$ cat config.mk
export PLATFORM = sky130hd
export DESIGN_NAME = gcd_mult
export DESIGN_NICKNAME = d
export VERILOG_FILES = /design/src/sv/assert_macros.svh /design/src/sv/gcd_pkg.sv /design/src/sv/gcd_mult.sv
export SDC_FILE = /design/constraint.sdc
export NUM_CORES = 2
export LEC_CHECK = 0
export ABC_CLOCK_PERIOD_IN_PS = 10200
export BUFFER_PORTS_ARGS = -buffer_cell sky130_fd_sc_hd__buf_2
export CAP_MARGIN = 10
export CORE_MARGIN = 4
export CORE_UTILIZATION = 65
export DETAILED_ROUTE_END_ITERATION = 6
export PLACE_DENSITY = 0.93
export SLEW_MARGIN = 5
export SYNTH_ARGS = -nofsm -noshare
export SYNTH_HDL_FRONTEND = slang
export SYNTH_SLANG_ARGS = --single-unit
$ cat constraint.sdc
create_clock -name i_clk -period 10.2 [get_ports i_clk]
set_input_delay 1.02 -clock i_clk [delete_from_list [all_inputs] [get_ports i_clk]]
set_output_delay 1.02 -clock i_clk [all_outputs]
set_load 0.1 [all_outputs]
$ cat src/sv/assert_macros.svh
// Assertion macros for the RTL files.
`ifndef ASSERT_MACROS_SVH
`define ASSERT_MACROS_SVH
`ifndef ASSERT_OFF
`define ASSERT_IMPLIES(label, clk, rst_n, ante, cons) \
    label: assert property (@(posedge clk) disable iff (!rst_n) (ante) |-> (cons)) \
        else $error("assertion failed");
`define ASSERT_NEXT(label, clk, rst_n, ante, cons) \
    label: assert property (@(posedge clk) disable iff (!rst_n) (ante) |=> (cons)) \
        else $error("assertion failed");
`else
`define ASSERT_IMPLIES(label, clk, rst_n, ante, cons)
`define ASSERT_NEXT(label, clk, rst_n, ante, cons)
`endif
`endif

$ cat src/sv/gcd_pkg.sv
package gcd_pkg;

    localparam int CORDIC_STEPS    = 32;
    localparam int ITER_W          = $clog2(CORDIC_STEPS);
    localparam int EARTH_RADIUS_KM = 6371;
    localparam int EARTH_RADIUS_M  = EARTH_RADIUS_KM * 1000;

    // CORDIC datapath width and multiplier operand width.
    localparam int CW = 36;
    localparam int MW = 36;
    localparam int PW = 2 * MW;

    localparam logic [31:0] PI_Q30   = 32'd3373259426;
    localparam logic [31:0] K_Q30    = 32'd652032874;
    // Degrees to binary angle: floor(mag * 2^22 / BAM_DIV).
    localparam logic [31:0] BAM_DIV   = 32'd3515625;
    localparam logic [35:0] BAM_RECIP = 36'((64'd1 << 54) / 64'd3515625);
    localparam logic [16:0] GAIN_ONE = 17'd65536;
    localparam logic [27:0] OUT_MAX  = 28'd200150000;
    localparam int STATE_W = 42;

    localparam logic signed [CW-1:0] ATAN_HEAD [10] = '{
        CW'(843314857), CW'(497837829), CW'(263043837), CW'(133525159), CW'(67021687),
        CW'(33543516), CW'(16775851), CW'(8388437), CW'(4194283), CW'(2097149)
    };

    typedef enum logic [4:0] {
        ST_IDLE, ST_CONV_A, ST_CONV_B, ST_CONV_C, ST_ZMUL, ST_ZLOAD, ST_ROT, ST_ROT_END,
        ST_PROD_A, ST_PROD_B, ST_VEC1_LOAD, ST_VEC1, ST_MAGK_A, ST_MAGK_B, ST_VEC2,
        ST_THETA, ST_DIST_A, ST_DIST_B, ST_FILT_LO, ST_FILT_HI, ST_FILT_SUM, ST_EMIT
    } t_state;

    typedef struct packed {
        logic              load;
        logic              step;
        logic              vec;
        logic [ITER_W-1:0] iter;
    } t_cordic_ctl;

    function automatic logic signed [CW-1:0] atan_step(input logic [ITER_W-1:0] i);
        logic signed [CW-1:0] v;
        v = '0;
        if (int'(i) < 10) begin
            v = ATAN_HEAD[i[3:0]];
        end else if (int'(i) <= 30) begin
            v = {{(CW-1){1'b0}}, 1'b1} << (30 - int'(i));
        end
        return v;
    endfunction

endpackage

$ cat src/sv/gcd_mult.sv
module gcd_mult (
    input  logic                             i_clk,
    input  logic signed [gcd_pkg::MW-1:0]    i_a,
    input  logic signed [gcd_pkg::MW-1:0]    i_b,
    output logic signed [gcd_pkg::PW-1:0]    o_p
);

    logic signed [gcd_pkg::PW-1:0] r_p;

    always_ff @(posedge i_clk) begin
        r_p <= i_a * i_b;
    end

    assign o_p = r_p;

endmodule

Word level (Yosys, flattened, before mapping):

Cells that the tools add are included.
Widths: inputs -> output; s select.

* add/subtract/negate cells: 0
* $mul: 1
* magnitude comparators: 0
* reductions and logical operators: 0
* div/mod/pow operators: 0
* multiplexer cells: 0
* bitwise operators: 0
* shift-type cells: 0
* eq/ne operators: 0

Operators by type and width (count)
* $mul 36x36->72: 1

* memory bits (read-only): 0
* memories: 0
* bits in registers: 72
* bits in writable memories: 0
* bits in latches: 0
* word-level logic and storage cells: 2

Logic depth before layout (Yosys ltp):

* depth in word-level cells: 1
* depth in mapped cells: 30
* depth with buffers taken out: 27

Worst setup path before layout:

OpenSTA, ideal clock, no wires.

* path kind: input-to-reg
* start: in i_a[35] (netlist bit)
* end: reg r_p, in the netlist o_p[69]
* path buffers: 3
* data arrival time: 8268 ps
* cell stages on the path: 22
* required time: 10069 ps
* setup time: 131 ps
* path slack: 1802 ps
* cell sequence: clkbuf_1 -> clkbuf_1 -> nand2_1 -> inv_1 -> fa_1 -> fa_1 -> fa_1 -> fa_1 -> fa_1 -> fa_1 -> fa_1 -> fa_1 -> ha_1 -> clkbuf_1 -> a21o_1 -> a21o_1 -> a21oi_1 -> nand2_1 -> and3_1 -> a211oi_1 -> o31ai_1 -> xor2_1

* word-level cells in the longest chain between the ends: 1

RTL lines
* start: declaration: line gcd_mult.sv:3 `input logic signed [gcd_pkg::MW-1:0] i_a,`
* $mul 36x36->72: line gcd_mult.sv:11 `r_p <= i_a * i_b;`
* end signal: assignment: line gcd_mult.sv:11
* end: declaration: line gcd_mult.sv:8 `logic signed [gcd_pkg::PW-1:0] r_p;`

No other way between the ends.

Worst setup path in the final report:

* start: in i_b[9] (netlist bit)
* end: reg r_p, in the netlist o_p[68]

* word-level cells in the longest chain between the ends: 1

RTL lines
* start: declaration: line gcd_mult.sv:4 `input logic signed [gcd_pkg::MW-1:0] i_b,`
* $mul 36x36->72: line gcd_mult.sv:11

No other way between the ends.

==> reports/qor.csv <==
metric;value;unit
crit_type;input port to flip-flop;
syn_to_final_growth;3.205;%
clk_path_buf_depth;2;
synth_top_area_share;58.20;%
synth_common_cells;fa_1 (1,379), inv_1 (1,344), nand2_1 (760);
grt.total_usage;36.36;%
drv_cap;0;
worst_pin_slew;1.132;ns
critical_path_peak_fanout;36;
synth_top_area_cell;fa_1;
met2_length;63770;um
finalSetupTns;0;ns
drt.antenna.violating_nets;0;
rows;98;
wl_met3;16270;um
netlist_area;47430;um2
top_layer;met5;
period_minus_slack;9.325;ns
num-fill-cells;4844;
root_buffer;clkbuf_16;
hp-class;input port to flip-flop;
wl_met1;41320;um
first_iter_violations;3508;
path_clk_slew;0.07;ns
holdBufCountCts;0;
syn_inst;5104;
postCtsSetupBuffers;0;
synth_most_common_cell;fa_1;
drt_pass1_iterations;7;
yosys_warnings;0;
coreArea;71850;um2
cpMaxStageDelayCell;buf_2;
numClockSinks;72;
hold_viol;0;
route.detailed.drc;3;
grt_pass1_vias;41298;
worst-path-buf-inv;6;
timing.fmax;107.2;MHz
crit_family;adder cells;
required;10.47;ns
post-dp-hpwl;110400;um
setup-violations-final;0;
slew_headroom;24.33;%
routed_wl;135000;um
synth_nets;6775;
cpPeakStageDelay;0.74;ns
syn_area_per_cell;9.293;um2
ys_seq_elements;72;
largest_register_ffs;72;
die_area;77360;um2
cts_tree;done;
hold_end;o_p[0];
overflow;0;
cts_resized;0;
timing.final.crit_share;91.42;%
endpoint_kind;flip-flop;
synth_edf_count;0;
crit_path_start_kind;input port;
multiInputGateArea;39840;um2
avgRoutedWirePerCell;22.60;um
arrival;9.59;ns
violations;DRC;
worstHoldStart;i_a[0];
die_w;278.1;um
grt_pass1_wl;218200;um
ys_async_sr_fraction;0;%
min_path_cells;3;
fp.dieH;278.1;um
synth.distinct_cells;65;
yosysSeqAreaShare;3.039;%
status;finished with violations;
nNetsFinal;6684;
synthTopCellsByArea;fa_1 (58%), inv_1 (11%), and2_1 (7.4%);
rsz0062_at_grt;false;
ios;145;
numCtsBuffers;9;
crit_top_cell;fa_1;
place.gp.congestion;1.070;
drive_above_1_share;4.464;%
slew_viol_final;0;
grt_max_degree;37;
htreeDepth;3;
synth-main-ff-cell;dfxtp_1;
io_buffers;144;
initial_core_util;66.01;%
seq_area;1441;um2
via_per_inst;5.952;
antenna_found_initial;9;
vias;35552;
-- how the worst max path moves through the flow --
stage            start  endpoint  slack, ns  cells past startpoint
2_1_floorplan  i_a[35]   o_p[69]       1.80                     22
3_3_place_gp    i_b[9]   o_p[69]       0.98                     22
3_5_place_dp    i_b[9]   o_p[69]       0.85                     22
4_1_cts         i_b[9]   o_p[69]       1.21                     22
5_1_grt         i_b[9]   o_p[68]       0.66                     21
6_report        i_b[9]   o_p[68]       0.88                     25
-- through the flow --
step,hold slack [ns],setup WS [ns],cell area (um2),util (%),instances
after floorplan,1.342,1.802,47430,-,5104
after global placement,1.571,0.9829,48590,67.62,5952
after detailed placement,1.571,0.8452,48590,67.62,5952
after CTS,1.378,1.208,48940,68.11,5968
after global routing,1.414,0.6649,48950,68.12,5970
final,1.400,0.8755,48950,68.13,5973
-- logic make-up (layout without fill, tap and decap cells) --
kind of cell | after synthesis | count (layout) | synth area share, %
AOI/OAI and AO/OA | 228 | 228 | 3.094
xor gates and xnor gates | 80 | 80 | 1.477
adders and majority gates | 1598 | 1598 | 63.98
buffers and inverters | 1637 | 1551 | 12.98
DFF | 72 | 72 | 3.039
muxes | 2 | 2 | 0.04484
other | 0 | 5 | 0
and+or+nand+nor | 1487 | 1487 | 15.39
-- per-layer routing --
metal	vias to the layer above	global-route usage [%]
met5	-	0
met4	8	27.76
met3	963	10.52
met2	2723	58.73
met1	17690	41.05
li1	14168	-
-- area by class of cell --
type | instances | share of cell area (%)
Inverter | 1344 | 10.31
Multi-Input combinational cell | 3395 | 81.38
Clock buffer | 10 | 0.4882
Sequential cell | 72 | 2.944
Clock inverter | 6 | 0.2377
Tap cell | 950 | 2.428
Antenna cell | 5 | 0.02556
Timing Repair Buffer | 191 | 2.193
-- cells in the final DEF (no fill, tap or decap), drive strengths merged, types with 7 or more instances in the layout --
master	synthesis	layout
inv	1344	1344
o21ai	46	46
clkbuf	287	10
nand3	19	19
and3	7	7
nand2b	12	12
ha	219	219
dfxtp	72	72
a31oi	9	9
and2	559	559
o21a	7	7
nor2b	36	36
buf	6	191
nor2	43	43
nand2	760	760
a21o	37	37
xor2	28	28
o21bai	10	10
fa	1379	1379
xnor2	52	52
nand4	20	20
a21oi	70	70
a211oi	8	8
nor3	11	11
Power is left out: the tool's default activity adds up to more than one toggle a clock period on the data nets, which glitch-free logic cannot reach.
